**config.mk**
```make
export PLATFORM = sky130hd
export DESIGN_NAME = receive_descriptor_ring_manager_unit_flat
export DESIGN_NICKNAME = d
export VERILOG_FILES = /design/src/sv/rdrm_pkg.sv /design/src/sv/rdrm_req_if.sv /design/src/sv/rdrm_rsp_if.sv /design/src/sv/rdrm_ram.sv /design/src/sv/rdrm_ctrl.sv /design/src/sv/rdrm_datapath.sv /design/src/sv/receive_descriptor_ring_manager_unit.sv /design/src/flat_wrapper.sv
export VERILOG_INCLUDE_DIRS = /design/src /design/src/sv
export SDC_FILE = /design/constraint.sdc
export NUM_CORES = 2
export LEC_CHECK = 0
export BUFFER_PORTS_ARGS = -buffer_cell sky130_fd_sc_hd__clkbuf_2
export CORE_UTILIZATION = 49
export DETAILED_ROUTE_END_ITERATION = 10
export SETUP_SLACK_MARGIN = 0.5
export SLEW_MARGIN = 40
export SYNTH_ARGS = -nofsm -noshare
export SYNTH_HDL_FRONTEND = slang
export SYNTH_SLANG_ARGS = --single-unit
export TNS_END_PERCENT = 100
```
**constraint.sdc**
```tcl
create_clock -name clk -period 9.4 [get_ports clk]
set_input_delay 1.41 -clock clk [delete_from_list [all_inputs] [get_ports clk]]
set_output_delay 1.41 -clock clk [all_outputs]
set_load 0.03 [all_outputs]
```
**src/sv/receive_descriptor_ring_manager_unit_defines.svh**
```systemverilog
// ----------------------------------------------------------------------------
// Receive descriptor ring manager assertion macros
// Shared assertion forms for the ring manager top level.
// ----------------------------------------------------------------------------
`ifndef RECEIVE_DESCRIPTOR_RING_MANAGER_UNIT_DEFINES_SVH
`define RECEIVE_DESCRIPTOR_RING_MANAGER_UNIT_DEFINES_SVH

// same-cycle implication
`define RDRM_ASSERT_NOW(label, clk, rst_n, ante, cons, msg) \
    label: assert property (@(posedge clk) disable iff (!rst_n) (ante) |-> (cons)) \
        else $error(msg);

// next-cycle implication
`define RDRM_ASSERT_NEXT(label, clk, rst_n, ante, cons, msg) \
    label: assert property (@(posedge clk) disable iff (!rst_n) (ante) |=> (cons)) \
        else $error(msg);

`endif

```
**src/sv/rdrm_pkg.sv**
```systemverilog
// ----------------------------------------------------------------------------
// Receive descriptor ring manager package
// Field widths, request and status codes, controller types.
// ----------------------------------------------------------------------------
package rdrm_pkg;

    localparam int RING_SLOTS_DEF   = 64;
    localparam int BUFFER_BYTES_DEF = 48128;

    localparam int REQ_TYPE_W = 2;
    localparam int SIZE_W     = 16;
    localparam int STATUS_W   = 3;
    localparam int SLOT_W     = 6;
    localparam int REMAIN_W   = 7;
    localparam int MAX_OS_W   = 6;

    localparam logic [MAX_OS_W-1:0] MAX_OS_RESET = 6'd16;

    localparam logic [REQ_TYPE_W-1:0] REQ_ISSUE    = 2'd0;
    localparam logic [REQ_TYPE_W-1:0] REQ_COMPLETE = 2'd1;
    localparam logic [REQ_TYPE_W-1:0] REQ_TAKE     = 2'd2;
    localparam logic [REQ_TYPE_W-1:0] REQ_PURGE    = 2'd3;

    localparam logic [STATUS_W-1:0] STS_OK       = 3'd0;
    localparam logic [STATUS_W-1:0] STS_REFUSED  = 3'd1;
    localparam logic [STATUS_W-1:0] STS_PENDING  = 3'd2;
    localparam logic [STATUS_W-1:0] STS_ERROR    = 3'd3;
    localparam logic [STATUS_W-1:0] STS_NO_READY = 3'd4;

    typedef enum logic
    {
        STATE_IDLE,
        STATE_EXEC
    } rdrm_state_t;

    typedef struct packed
    {
        logic latch;
        logic commit;
    } rdrm_cmd_t;

    typedef struct packed
    {
        logic out_free;
    } rdrm_sts_t;

endpackage

```
**src/sv/rdrm_req_if.sv**
```systemverilog
// ----------------------------------------------------------------------------
// Ring manager request channel
// Valid/ready channel carrying one request word.
// ----------------------------------------------------------------------------
interface rdrm_req_if
    import rdrm_pkg::*;
();
    logic                  valid;
    logic                  ready;
    logic [REQ_TYPE_W-1:0] req_type;
    logic [SIZE_W-1:0]     received_size;
    logic                  still_pending;
    logic                  receive_failed;

    modport source
    (
        output valid, req_type, received_size, still_pending, receive_failed,
        input  ready
    );

    modport sink
    (
        input  valid, req_type, received_size, still_pending, receive_failed,
        output ready
    );
endinterface

```
**src/sv/rdrm_rsp_if.sv**
```systemverilog
// ----------------------------------------------------------------------------
// Ring manager result channel
// Valid/ready channel carrying one result word.
// ----------------------------------------------------------------------------
interface rdrm_rsp_if
    import rdrm_pkg::*;
();
    logic                valid;
    logic                ready;
    logic [STATUS_W-1:0] status;
    logic [SLOT_W-1:0]   slot_index;
    logic [SIZE_W-1:0]   data_size;
    logic [REMAIN_W-1:0] remaining;
    logic                skipped;
    logic                purged;

    modport source
    (
        output valid, status, slot_index, data_size, remaining, skipped, purged,
        input  ready
    );

    modport sink
    (
        input  valid, status, slot_index, data_size, remaining, skipped, purged,
        output ready
    );
endinterface

```
**src/sv/rdrm_ram.sv**
```systemverilog
// ----------------------------------------------------------------------------
// Generic RAM
// One write port, one read port with registered read data.
// ----------------------------------------------------------------------------
module rdrm_ram
#(
    parameter int WIDTH = 16,
    parameter int DEPTH = 64
)
(
    input  logic                     clk,
    input  logic                     we,
    input  logic [$clog2(DEPTH)-1:0] waddr,
    input  logic [WIDTH-1:0]         wdata,
    input  logic [$clog2(DEPTH)-1:0] raddr,
    output logic [WIDTH-1:0]         rdata
);

    logic [WIDTH-1:0] mem_reg [DEPTH];
    logic [WIDTH-1:0] rdata_reg;

    always_ff @(posedge clk)
    begin
        if (we)
        begin
            mem_reg[waddr] <= wdata;
        end
        rdata_reg <= mem_reg[raddr];
    end

    assign rdata = rdata_reg;

endmodule

```
**src/sv/rdrm_ctrl.sv**
```systemverilog
// ----------------------------------------------------------------------------
// Ring manager controller
// Sequences accept and execute of one request word at a time.
// ----------------------------------------------------------------------------
module rdrm_ctrl
    import rdrm_pkg::*;
(
    input  logic      clk,
    input  logic      rst_n,
    input  logic      in_valid,
    output logic      in_ready,
    output rdrm_cmd_t cmd,
    input  rdrm_sts_t sts
);

    rdrm_state_t state_reg;
    rdrm_state_t state_next;

    always_ff @(posedge clk or negedge rst_n)
    begin
        if (!rst_n)
        begin
            state_reg <= STATE_IDLE;
        end
        else
        begin
            state_reg <= state_next;
        end
    end

    always_comb
    begin
        state_next = state_reg;
        case (state_reg)
            STATE_IDLE:
            begin
                if (in_valid)
                begin
                    state_next = STATE_EXEC;
                end
            end
            STATE_EXEC:
            begin
                if (sts.out_free)
                begin
                    state_next = STATE_IDLE;
                end
            end
            default:
            begin
                state_next = STATE_IDLE;
            end
        endcase
    end

    always_comb
    begin
        in_ready   = 1'b0;
        cmd.latch  = 1'b0;
        cmd.commit = 1'b0;
        case (state_reg)
            STATE_IDLE:
            begin
                in_ready  = 1'b1;
                cmd.latch = in_valid;
            end
            STATE_EXEC:
            begin
                cmd.commit = sts.out_free;
            end
            default:
            begin
                in_ready = 1'b0;
            end
        endcase
    end

endmodule

```
**src/sv/rdrm_datapath.sv**
```systemverilog
// ----------------------------------------------------------------------------
// Ring manager datapath
// Pointers, counts, posted flags, slot-size RAM and result register.
// ----------------------------------------------------------------------------
module rdrm_datapath
    import rdrm_pkg::*;
#(
    parameter int RING_SLOTS   = RING_SLOTS_DEF,
    parameter int BUFFER_BYTES = BUFFER_BYTES_DEF
)
(
    input  logic                  clk,
    input  logic                  rst_n,
    input  logic                  cfg_write_en,
    input  logic [MAX_OS_W-1:0]   cfg_write_data,
    input  logic [REQ_TYPE_W-1:0] req_type,
    input  logic [SIZE_W-1:0]     received_size,
    input  logic                  still_pending,
    input  logic                  receive_failed,
    input  rdrm_cmd_t             cmd,
    output rdrm_sts_t             sts,
    output logic                  rsp_valid,
    input  logic                  rsp_ready,
    output logic [STATUS_W-1:0]   status,
    output logic [SLOT_W-1:0]     slot_index,
    output logic [SIZE_W-1:0]     data_size,
    output logic [REMAIN_W-1:0]   remaining,
    output logic                  skipped,
    output logic                  purged
);

    localparam int PW = $clog2(RING_SLOTS);
    localparam int CW = $clog2(RING_SLOTS + 1);
    localparam int KW = ((CW > MAX_OS_W) ? CW : MAX_OS_W) + 1;

    localparam logic [PW-1:0]     LAST_SLOT = PW'(RING_SLOTS - 1);
    localparam logic [CW-1:0]     SLOTS_C   = CW'(RING_SLOTS);
    localparam logic [CW:0]       SLOTS_S   = (CW + 1)'(RING_SLOTS);
    localparam logic [SIZE_W-1:0] BUF_MAX   = SIZE_W'(BUFFER_BYTES);

    function automatic logic [PW-1:0] next_slot(input logic [PW-1:0] p);
        return (p == LAST_SLOT) ? '0 : p + PW'(1);
    endfunction

    logic [MAX_OS_W-1:0]   max_os_reg;
    logic [PW-1:0]         issue_ptr_reg, issue_ptr_next;
    logic [PW-1:0]         complete_ptr_reg, complete_ptr_next;
    logic [PW-1:0]         take_ptr_reg, take_ptr_next;
    logic [CW-1:0]         busy_reg, busy_next;
    logic [CW-1:0]         ready_reg, ready_next;
    logic [PW-1:0]         held_slot_reg, held_slot_next;
    logic                  held_valid_reg, held_valid_next;
    logic [RING_SLOTS-1:0] posted_reg, posted_next;

    logic [REQ_TYPE_W-1:0] req_type_reg;
    logic [SIZE_W-1:0]     rsize_reg;
    logic                  pending_reg;
    logic                  failed_reg;

    logic                  out_valid_reg, out_valid_next;
    logic [STATUS_W-1:0]   status_reg, status_next;
    logic [PW-1:0]         slot_reg, slot_next;
    logic [SIZE_W-1:0]     dsize_reg, dsize_next;
    logic [CW-1:0]         remain_reg, remain_next;
    logic                  skip_reg, skip_next;
    logic                  purge_reg, purge_next;

    logic                  ram_we;
    logic [SIZE_W-1:0]     ram_wdata;
    logic [SIZE_W-1:0]     ram_rdata;

    logic                  refuse;
    logic                  ring_full;
    logic [PW-1:0]         issue_adv;
    logic                  cur_posted;
    logic [SIZE_W-1:0]     clamped;

    rdrm_ram
    #(
        .WIDTH (SIZE_W),
        .DEPTH (RING_SLOTS)
    )
    u_size_ram
    (
        .clk   (clk),
        .we    (ram_we),
        .waddr (complete_ptr_reg),
        .wdata (ram_wdata),
        .raddr (take_ptr_reg),
        .rdata (ram_rdata)
    );

    assign refuse     = (KW'(busy_reg) >= KW'(max_os_reg)) || (busy_reg >= SLOTS_C);
    assign ring_full  = ({1'b0, ready_reg} + {1'b0, busy_reg}) >= SLOTS_S;
    assign issue_adv  = next_slot(issue_ptr_reg);
    assign cur_posted = posted_reg[complete_ptr_reg];
    assign clamped    = (rsize_reg > BUF_MAX) ? BUF_MAX : rsize_reg;
    assign sts.out_free = !out_valid_reg || rsp_ready;

    always_comb
    begin
        issue_ptr_next    = issue_ptr_reg;
        complete_ptr_next = complete_ptr_reg;
        take_ptr_next     = take_ptr_reg;
        busy_next         = busy_reg;
        ready_next        = ready_reg;
        held_slot_next    = held_slot_reg;
        held_valid_next   = held_valid_reg;
        posted_next       = posted_reg;
        ram_we            = 1'b0;
        ram_wdata         = '0;
        status_next       = STS_OK;
        slot_next         = '0;
        dsize_next        = '0;
        remain_next       = '0;
        skip_next         = 1'b0;
        purge_next        = 1'b0;
        case (req_type_reg)
            REQ_ISSUE:
            begin
                if (refuse)
                begin
                    status_next = STS_REFUSED;
                end
                else
                begin
                    if (ring_full)
                    begin
                        take_ptr_next = complete_ptr_reg;
                        ready_next    = '0;
                        purge_next    = 1'b1;
                    end
                    issue_ptr_next = issue_adv;
                    busy_next      = busy_reg + CW'(1);
                    slot_next      = issue_adv;
                    if (held_valid_reg && (held_slot_reg == issue_adv))
                    begin
                        posted_next[issue_adv] = 1'b0;
                        skip_next              = 1'b1;
                    end
                    else
                    begin
                        posted_next[issue_adv] = 1'b1;
                    end
                end
            end
            REQ_COMPLETE:
            begin
                if (busy_reg == '0)
                begin
                    status_next = STS_REFUSED;
                end
                else
                begin
                    slot_next = complete_ptr_reg;
                    if (cur_posted && pending_reg)
                    begin
                        status_next = STS_PENDING;
                    end
                    else if (cur_posted && failed_reg)
                    begin
                        status_next                   = STS_ERROR;
                        posted_next[complete_ptr_reg] = 1'b0;
                    end
                    else
                    begin
                        ram_we                        = 1'b1;
                        ram_wdata                     = cur_posted ? clamped : '0;
                        posted_next[complete_ptr_reg] = 1'b0;
                        complete_ptr_next             = next_slot(complete_ptr_reg);
                        busy_next                     = busy_reg - CW'(1);
                        ready_next                    = ready_reg + CW'(1);
                        dsize_next                    = cur_posted ? clamped : '0;
                    end
                end
            end
            REQ_TAKE:
            begin
                if (ready_reg != '0)
                begin
                    slot_next       = take_ptr_reg;
                    dsize_next      = ram_rdata;
                    held_slot_next  = take_ptr_reg;
                    held_valid_next = ram_rdata != '0;
                    take_ptr_next   = next_slot(take_ptr_reg);
                    ready_next      = ready_reg - CW'(1);
                    remain_next     = ready_reg - CW'(1);
                end
                else
                begin
                    status_next     = STS_NO_READY;
                    held_valid_next = 1'b0;
                end
            end
            REQ_PURGE:
            begin
                take_ptr_next = complete_ptr_reg;
                ready_next    = '0;
                purge_next    = 1'b1;
            end
            default:
            begin
                status_next = STS_OK;
            end
        endcase
        if (!cmd.commit)
        begin
            ram_we = 1'b0;
        end
    end

    always_comb
    begin
        out_valid_next = out_valid_reg && !rsp_ready;
        if (cmd.commit)
        begin
            out_valid_next = 1'b1;
        end
    end

    // control state
    always_ff @(posedge clk or negedge rst_n)
    begin
        if (!rst_n)
        begin
            max_os_reg       <= MAX_OS_RESET;
            issue_ptr_reg    <= '0;
            complete_ptr_reg <= PW'(1);
            take_ptr_reg     <= PW'(1);
            busy_reg         <= '0;
            ready_reg        <= '0;
            held_slot_reg    <= '0;
            held_valid_reg   <= 1'b0;
            posted_reg       <= '0;
            out_valid_reg    <= 1'b0;
        end
        else
        begin
            out_valid_reg <= out_valid_next;
            if (cfg_write_en)
            begin
                max_os_reg <= cfg_write_data;
            end
            if (cmd.commit)
            begin
                issue_ptr_reg    <= issue_ptr_next;
                complete_ptr_reg <= complete_ptr_next;
                take_ptr_reg     <= take_ptr_next;
                busy_reg         <= busy_next;
                ready_reg        <= ready_next;
                held_slot_reg    <= held_slot_next;
                held_valid_reg   <= held_valid_next;
                posted_reg       <= posted_next;
            end
        end
    end

    // request and result words
    always_ff @(posedge clk)
    begin
        if (cmd.latch)
        begin
            req_type_reg <= req_type;
            rsize_reg    <= received_size;
            pending_reg  <= still_pending;
            failed_reg   <= receive_failed;
        end
        if (cmd.commit)
        begin
            status_reg <= status_next;
            slot_reg   <= slot_next;
            dsize_reg  <= dsize_next;
            remain_reg <= remain_next;
            skip_reg   <= skip_next;
            purge_reg  <= purge_next;
        end
    end

    assign rsp_valid  = out_valid_reg;
    assign status     = status_reg;
    assign slot_index = SLOT_W'(slot_reg);
    assign data_size  = dsize_reg;
    assign remaining  = REMAIN_W'(remain_reg);
    assign skipped    = skip_reg;
    assign purged     = purge_reg;

endmodule

```
**src/sv/receive_descriptor_ring_manager_unit.sv**
```systemverilog
// ----------------------------------------------------------------------------
// Receive descriptor ring manager top level
// Request word latched on accept in IDLE; result registered on commit in EXEC, delayed by stall.
// One request at a time: accept, then execute with slot-size RAM read data; no accept in EXEC.
// Reset: asynchronous; issue pointer 0, complete/take pointers 1, counts, held, posted cleared.
// ----------------------------------------------------------------------------
`include "receive_descriptor_ring_manager_unit_defines.svh"

module receive_descriptor_ring_manager_unit
    import rdrm_pkg::*;
#(
    parameter int RING_SLOTS   = RING_SLOTS_DEF,
    parameter int BUFFER_BYTES = BUFFER_BYTES_DEF
)
(
    input  logic                clk,
    input  logic                rst_n,
    input  logic                cfg_write_en,
    input  logic [MAX_OS_W-1:0] cfg_write_data,
    rdrm_req_if.sink            req,
    rdrm_rsp_if.source          rsp
);

    rdrm_cmd_t cmd;
    rdrm_sts_t sts;

    rdrm_ctrl u_ctrl
    (
        .clk      (clk),
        .rst_n    (rst_n),
        .in_valid (req.valid),
        .in_ready (req.ready),
        .cmd      (cmd),
        .sts      (sts)
    );

    rdrm_datapath
    #(
        .RING_SLOTS   (RING_SLOTS),
        .BUFFER_BYTES (BUFFER_BYTES)
    )
    u_datapath
    (
        .clk            (clk),
        .rst_n          (rst_n),
        .cfg_write_en   (cfg_write_en),
        .cfg_write_data (cfg_write_data),
        .req_type       (req.req_type),
        .received_size  (req.received_size),
        .still_pending  (req.still_pending),
        .receive_failed (req.receive_failed),
        .cmd            (cmd),
        .sts            (sts),
        .rsp_valid      (rsp.valid),
        .rsp_ready      (rsp.ready),
        .status         (rsp.status),
        .slot_index     (rsp.slot_index),
        .data_size      (rsp.data_size),
        .remaining      (rsp.remaining),
        .skipped        (rsp.skipped),
        .purged         (rsp.purged)
    );

    `RDRM_ASSERT_NOW(a_commit_free, clk, rst_n, cmd.commit, sts.out_free, "commit into busy output")
    `RDRM_ASSERT_NEXT(a_commit_shows, clk, rst_n, cmd.commit, rsp.valid, "committed word not shown")
    `RDRM_ASSERT_NEXT(a_one_at_a_time, clk, rst_n, req.valid && req.ready, !req.ready, "accepted during execute")
    `RDRM_ASSERT_NOW(a_latch_on_accept, clk, rst_n, req.valid && req.ready, cmd.latch, "word not latched")

endmodule

```
**src/flat_wrapper.sv**
```systemverilog
// flat-port wrapper written by rule: the top's interface ports become plain ports
module receive_descriptor_ring_manager_unit_flat import rdrm_pkg::*;
#(
    parameter int RING_SLOTS   = RING_SLOTS_DEF,
    parameter int BUFFER_BYTES = BUFFER_BYTES_DEF
)
  (clk, rst_n, cfg_write_en, cfg_write_data, req_valid, req_req_type, req_received_size, req_still_pending, req_receive_failed, req_ready, rsp_valid, rsp_status, rsp_slot_index, rsp_data_size, rsp_remaining, rsp_skipped, rsp_purged, rsp_ready);
  rdrm_req_if req_i ();
  rdrm_rsp_if rsp_i ();
  input  logic clk;
  input  logic rst_n;
  input  logic cfg_write_en;
  input  logic [MAX_OS_W-1:0] cfg_write_data;
  input wire logic [$bits(req_i.valid)-1:0] req_valid;
  input wire logic [$bits(req_i.req_type)-1:0] req_req_type;
  input wire logic [$bits(req_i.received_size)-1:0] req_received_size;
  input wire logic [$bits(req_i.still_pending)-1:0] req_still_pending;
  input wire logic [$bits(req_i.receive_failed)-1:0] req_receive_failed;
  output wire logic [$bits(req_i.ready)-1:0] req_ready;
  output wire logic [$bits(rsp_i.valid)-1:0] rsp_valid;
  output wire logic [$bits(rsp_i.status)-1:0] rsp_status;
  output wire logic [$bits(rsp_i.slot_index)-1:0] rsp_slot_index;
  output wire logic [$bits(rsp_i.data_size)-1:0] rsp_data_size;
  output wire logic [$bits(rsp_i.remaining)-1:0] rsp_remaining;
  output wire logic [$bits(rsp_i.skipped)-1:0] rsp_skipped;
  output wire logic [$bits(rsp_i.purged)-1:0] rsp_purged;
  input wire logic [$bits(rsp_i.ready)-1:0] rsp_ready;
  assign req_i.valid = req_valid;
  assign req_i.req_type = req_req_type;
  assign req_i.received_size = req_received_size;
  assign req_i.still_pending = req_still_pending;
  assign req_i.receive_failed = req_receive_failed;
  assign req_ready = req_i.ready;
  assign rsp_valid = rsp_i.valid;
  assign rsp_status = rsp_i.status;
  assign rsp_slot_index = rsp_i.slot_index;
  assign rsp_data_size = rsp_i.data_size;
  assign rsp_remaining = rsp_i.remaining;
  assign rsp_skipped = rsp_i.skipped;
  assign rsp_purged = rsp_i.purged;
  assign rsp_i.ready = rsp_ready;
  receive_descriptor_ring_manager_unit #(.RING_SLOTS(RING_SLOTS), .BUFFER_BYTES(BUFFER_BYTES)) u_core (.clk(clk), .rst_n(rst_n), .cfg_write_en(cfg_write_en), .cfg_write_data(cfg_write_data), .req(req_i), .rsp(rsp_i));
endmodule
```
Word-level counts from Yosys, hierarchy flattened

Memory sizes are Yosys's and may differ from the RTL's. A register that Yosys moved wholly into a read port is not among the register bits.
Index checks and enable logic that the tools add are counted.

Bits in registers: 165
Memory bits (writable): 1024
Memories kept: 1

Add/subtract/negate cells: 8
Order comparisons: 8
Equal/unequal tests: 13
Mux-type cells: 67
Bitwise gates (word level): 11
Reductions and logical operators: 26

Memory list:

| memory                               | depth | width | rd ports | clocked after memory_dff | wr ports | RTL line       | source |
|---|---|---|---|---|---|---|---|
| u_core.u_datapath.u_size_ram.mem_reg | 64    | 16    | 1        | 1                        | 1        | rdrm_ram.sv:19 | `logic [WIDTH-1:0] mem_reg [DEPTH];` |

Operator list:

| operator             | number |
|---|---|
| $mux 64              | 4 |
| $and 64x64->64       | 2 |
| $not 64->64          | 2 |
| $pmux 64 s2          | 1 |
| $mux 16              | 7 |
| $mux 7               | 10 |
| $or 64x64->64        | 1 |
| $mux 6               | 9 |
| $pmux 6 s3           | 2 |
| $pmux 16 s2          | 1 |
| $pmux 7 s4           | 1 |
| $mux 1               | 21 |
| $add 6x1->6 const B  | 3 |
| $eq 6x6->1 const B   | 3 |
| $gt 16x16->1 const B | 1 |
| $reduce_bool 16->1   | 1 |
| $reduce_and 5->1     | 3 |
| $add 7x1->7 const B  | 2 |
| $lt 6x7->1 const B   | 2 |
| $pmux 7 s2           | 1 |
| $sub 7x1->7 const B  | 2 |
| $demux 1 s6          | 2 |
| $ge 6x1->1 const B   | 2 |
| $ne 2x2->1 const B   | 6 |
| 26 further kinds     | 44 |

Logic depth before layout (Yosys ltp)

Word-level depth: 11
Gate-level depth with buffers: 12
Gate-level depth less buffers: 11

Modules after synthesis

A second synthesis with hierarchy kept.

Cell total of the unflattened synthesis: 2920
Area total of the unflattened synthesis: 49947.9 µm²

Modules (own cells, without submodules):

| module        | times used | cells each | area each (µm²) | seq. area each (µm²) |
|---|---|---|---|---|
| rdrm_ram      | 1          | 1829       | 40039.7         | 31069.8 |
| rdrm_datapath | 1          | 1085       | 9854.5          | 4377.9 |
| rdrm_ctrl     | 1          | 6          | 53.8            | 25.0 |

Least setup slack after synthesis

Ideal clock, no wire load.

Kind: input port to flip-flop
Start: input port rsp_ready
End: memory u_core.u_datapath.u_size_ram.mem_reg[37][0] (enable)
Data arrival time: 4467 ps
Setup slack: 4503 ps
Cell stages on the path: 6
Path buffers: 1
Cell sequence: nand2b_1 nand2_1 clkinv_1 nand3_1 clkbuf_1 nor4_1

RTL lines:

| element         | RTL line           | source |
|---|---|---|
| start, declared | flat_wrapper.sv:27 | `input wire logic [$bits(rsp_i.ready)-1:0] rsp_ready;` |
| end, declared   | rdrm_ram.sv:19     |  |

Worst setup path after layout

Start: register u_core.u_datapath.complete_ptr_reg[0]
End: memory u_core.u_datapath.u_size_ram.mem_reg[7][5] (enable)

Word-level cells in the longest chain between the ends: 10

Ends and longest elaborated chain:

| element                      | RTL line             | source |
|---|---|---|
| start, declared              | rdrm_datapath.sv:47  | `logic [PW-1:0] complete_ptr_reg, complete_ptr_next;` |
| start signal, assigned       | rdrm_datapath.sv:247 | `complete_ptr_reg <= complete_ptr_next;` |
| $bmux 1 s6                   | rdrm_datapath.sv:96  | `assign cur_posted = posted_reg[complete_ptr_reg];` |
| $mux 1 (not written as such) | rdrm_datapath.sv:96  |  |
| $logic_and 1x1->1            | rdrm_datapath.sv:160 | `else if (cur_posted && failed_reg)` |
| $mux 1                       | rdrm_datapath.sv:160 |  |
| $mux 1                       | rdrm_datapath.sv:156 | `if (cur_posted && pending_reg)` |
| $mux 1                       | rdrm_datapath.sv:149 | `if (busy_reg == '0)` |
| $mux 1                       | rdrm_datapath.sv:118 | `case (req_type_reg)` |
| $mux 1                       | rdrm_datapath.sv:206 | `if (!cmd.commit)` |
| $mux 1                       | rdrm_ram.sv:24       | `if (we)` |
| $mux 1 (not written as such) | rdrm_ram.sv:26       | `mem_reg[waddr] <= wdata;` |

Several ways; a longest one is shown, not always the timed one. The select of a mux whose other input is x is not followed.

==> results.toml <==
[power_and_ir_drop]
finalPower_mw = 16.05
internal_power_mw = 10.86
p_sw_share_pct = 32.31
p_comb_share_pct = 30.1
power.density_mw_per_mm2 = 286.7
p_leak_nw = 18.67
ir_worst_vdd_mv = 0.1851
p_clk_share_pct = 29.6
power_frac_seq_pct = 40.3
net-switching-power_mw = 5.185

[floorplan]
core_area_mm2 = 0.1000
pin_count = 67
die-area_mm2 = 0.1020
die_h_um = 319.4
rows = 116
dieWidth_um = 319.4
initial_core_util_pct = 49.37

[sta]
setup_viol = 0
hold_viol_final = 0
period_needed_ns = 4.970
slew_headroom_pct = 42.41
tightest_slew_ns = 0.8639
fin_crit_sh_pct = 52.87
skew_ns = 0.05731
setup_tns_ns = 0
fmax_ghz = 0.2012
rsz0062_at_grt = "false"
drv_slew = 0

[final_layout]
syn_to_final_growth_pct = 13.36
largest_reg_flops = 1024
regArea_mm2 = 0.03549
fillers = 7425
final_core_util_pct = 55.97
drive_gt1_share_pct = 28.91
final_cell_mix = "1078 x edfxtp_1, 342 x mux4_2, 122 x clkbuf_16"
nets = 2765
layout_commonest_cell = "edfxtp_1"
diodes = 0
multiInputGateArea_mm2 = 0.01343

[place]
hpwl_um = 73050
place_congestion = 0.8763
portBuffers = 66

[yosys]
syn-mean-instance-area_um2 = 19.03
synthDistinctLibCells = 74
syn_inst = 2595
synth.largest_area_cell = "edfxtp_1"
synth_edf_count = 1078
ys_warn_count = 0
syn_nets = 2657
ys.flop_type = "edfxtp_1"
syn_area_mm2 = 0.04937
ys_seq_area_share_pct = 71.84
async_flop_share_pct = 9.212
synth_top_area_share_pct = 65.56
synth_seq_cells = 1205
synth.top_cells.by_area = "edfxtp_1 66%, mux4_2 16%, dfrtp_1 5.5%"

[setup_path]
critPathLaunchType = "flop"
critical_path_arrival_ns = 5.33
crit_slowest_cell = "dfstp_2"
critPathMaxStageDelay_ns = 0.99
crit_path_max_fanout = 25
critPathTopFamily = "simple AND/OR/NAND/NOR gates"
crit_path_end_kind = "flop"
crit_path_cell_trace = "buf_4 > mux4_2 > mux2i_1 > nor2_1 > a211o_1 > o31a_1 > or4_1 > nor2_1 > buf_4"
critical_path_class = "flop to flop"
r2r_setup_slack_ns = 4.43
crit_buf_inv = 2
worstPathRequired_ns = 9.76

[global_routing]
grt_first_pass_wirelength_um = 184900
grt_start_max_net_pins = 133
first_global_vias = 26440
antenna_found_initial = 4
track_usage_pct = 25.11
grt.overflow.total = 0

[cts]
clock-root-buffer = "clkbuf_16"
post_cts_buffers = 0
clk_pin_slew_ns = 0.06
cts.sinks = 1205
cts-resized-gates = 0
h-tree-depth = 3
cts_tree = "built"
cts_hold_buf = 0
insertion_delay_ns = 0.72
cts_buffers = 120
clockBufferDepth = 3

[routing]
dr.pass1.iters = 7
avgViaCountPerCell = 6.464
antenna_left = 0
wl_um = 126900
vias = 26500
drtIter0Drc = 2977
wl_per_cell_um = 30.96
drc_errors = 0

[hold_path]
hold_class = "flop to flop"

[flow_run]
maxCapViolCount = 0

[status]
status = "finished clean"
[final timing paths]
kind,start,to,cells past startpoint
min in group asynchronous,rst_n,asynchronous set/reset pin,1
max in group asynchronous,rst_n,u_core.u_datapath.take_ptr_reg[2]$_DFFE_PN0P_,2
max,u_core.u_datapath.complete_ptr_reg[0]$_DFFE_PN1P_,u_core.u_datapath.u_size_ram.mem_reg[7][5]$_DFFE_PP_,9
min reg2reg,u_core.u_datapath.max_os_reg[4]$_DFFE_PN1P_,u_core.u_datapath.max_os_reg[4]$_DFFE_PN1P_,2
max reg2reg,u_core.u_datapath.complete_ptr_reg[0]$_DFFE_PN1P_,u_core.u_datapath.u_size_ram.mem_reg[7][5]$_DFFE_PP_,9
min,u_core.u_datapath.max_os_reg[4]$_DFFE_PN1P_,u_core.u_datapath.max_os_reg[4]$_DFFE_PN1P_,2
[through the flow]
| stage | hold WS, ns | cells | instance area [um^2] | setup WS, ns |
|---|---|---|---|---|
| 5_1_grt | 0.5422 | 4100 | 55970 | 4.275 |
| 6_report | 0.5184 | 4100 | 55970 | 4.430 |
| 3_5_place_dp | 0.5045 | 3871 | 51880 | 4.476 |
| 2_1_floorplan | 0.4672 | 2595 | 49370 | 4.503 |
| 4_1_cts | 0.5192 | 4092 | 55780 | 4.426 |
| 3_3_place_gp | 0.4941 | 3868 | 51730 | 4.516 |
[cells in the mapped netlist, drive strengths merged (7+ instances only)]
master	number
mux2	18
a41oi	35
ha	29
nand2	100
nand3	35
mux2i	14
nor4	49
dfxtp	16
clkbuf	148
nor3	28
xnor2	18
a21oi	52
and2	14
nor2	57
and3	24
a31oi	40
mux4	342
nor2b	7
dfrtp	108
edfxtp	1078
o21ai	106
buf	46
inv	37
nand4	41
a221o	33
[layer usage]
layer  GRT usage [%]  wire [um]  up-vias  part of all wire, %
li1                -          -    11010                    -
met1           36.32      52510    14040                   41
met2           39.32      60920     1198                   48
met5               0         27        -                0.021
met4           8.098       4208        4                  3.3
met3           4.122       9248      246                  7.3
[power groups by stage]
stage	Combinational [mW]	Clock [mW]	Sequential, mW
3_3_place_gp	4.61	0	6.67
2_1_floorplan	3.20	0	6.44
3_5_place_dp	4.77	0	6.61
4_1_cts	4.78	4.82	6.50
6_report	4.83	4.75	6.47
5_1_grt	5.10	5.01	6.49
[cells by family after synthesis]
group	share of synthesized area (%)
xor gates and xnor gates	0.3902
buffers and inverters	1.873
adders and majority gates	0.8160
AOI/OAI and AO/OA	4.602
and+or+nand+nor	4.181
DFF	71.84
muxes	16.29
[cell type report]
class                           count  area share [%]
Clock buffer                      152           5.656
Multi-Input combinational cell   1158           23.99
Tap cell                         1298           2.902
Sequential cell                  1205           63.40
Clock inverter                     69           1.321
Inverter                           38          0.2727
Timing Repair Buffer              180           2.457
[tightest hold or removal path, cell delays in order, from the launching register on]
cell and delay (ns):
dfstp_2 0.36, inv_1 0.07, o21ai_0 0.09
Power figures use the tool's default switching activity.
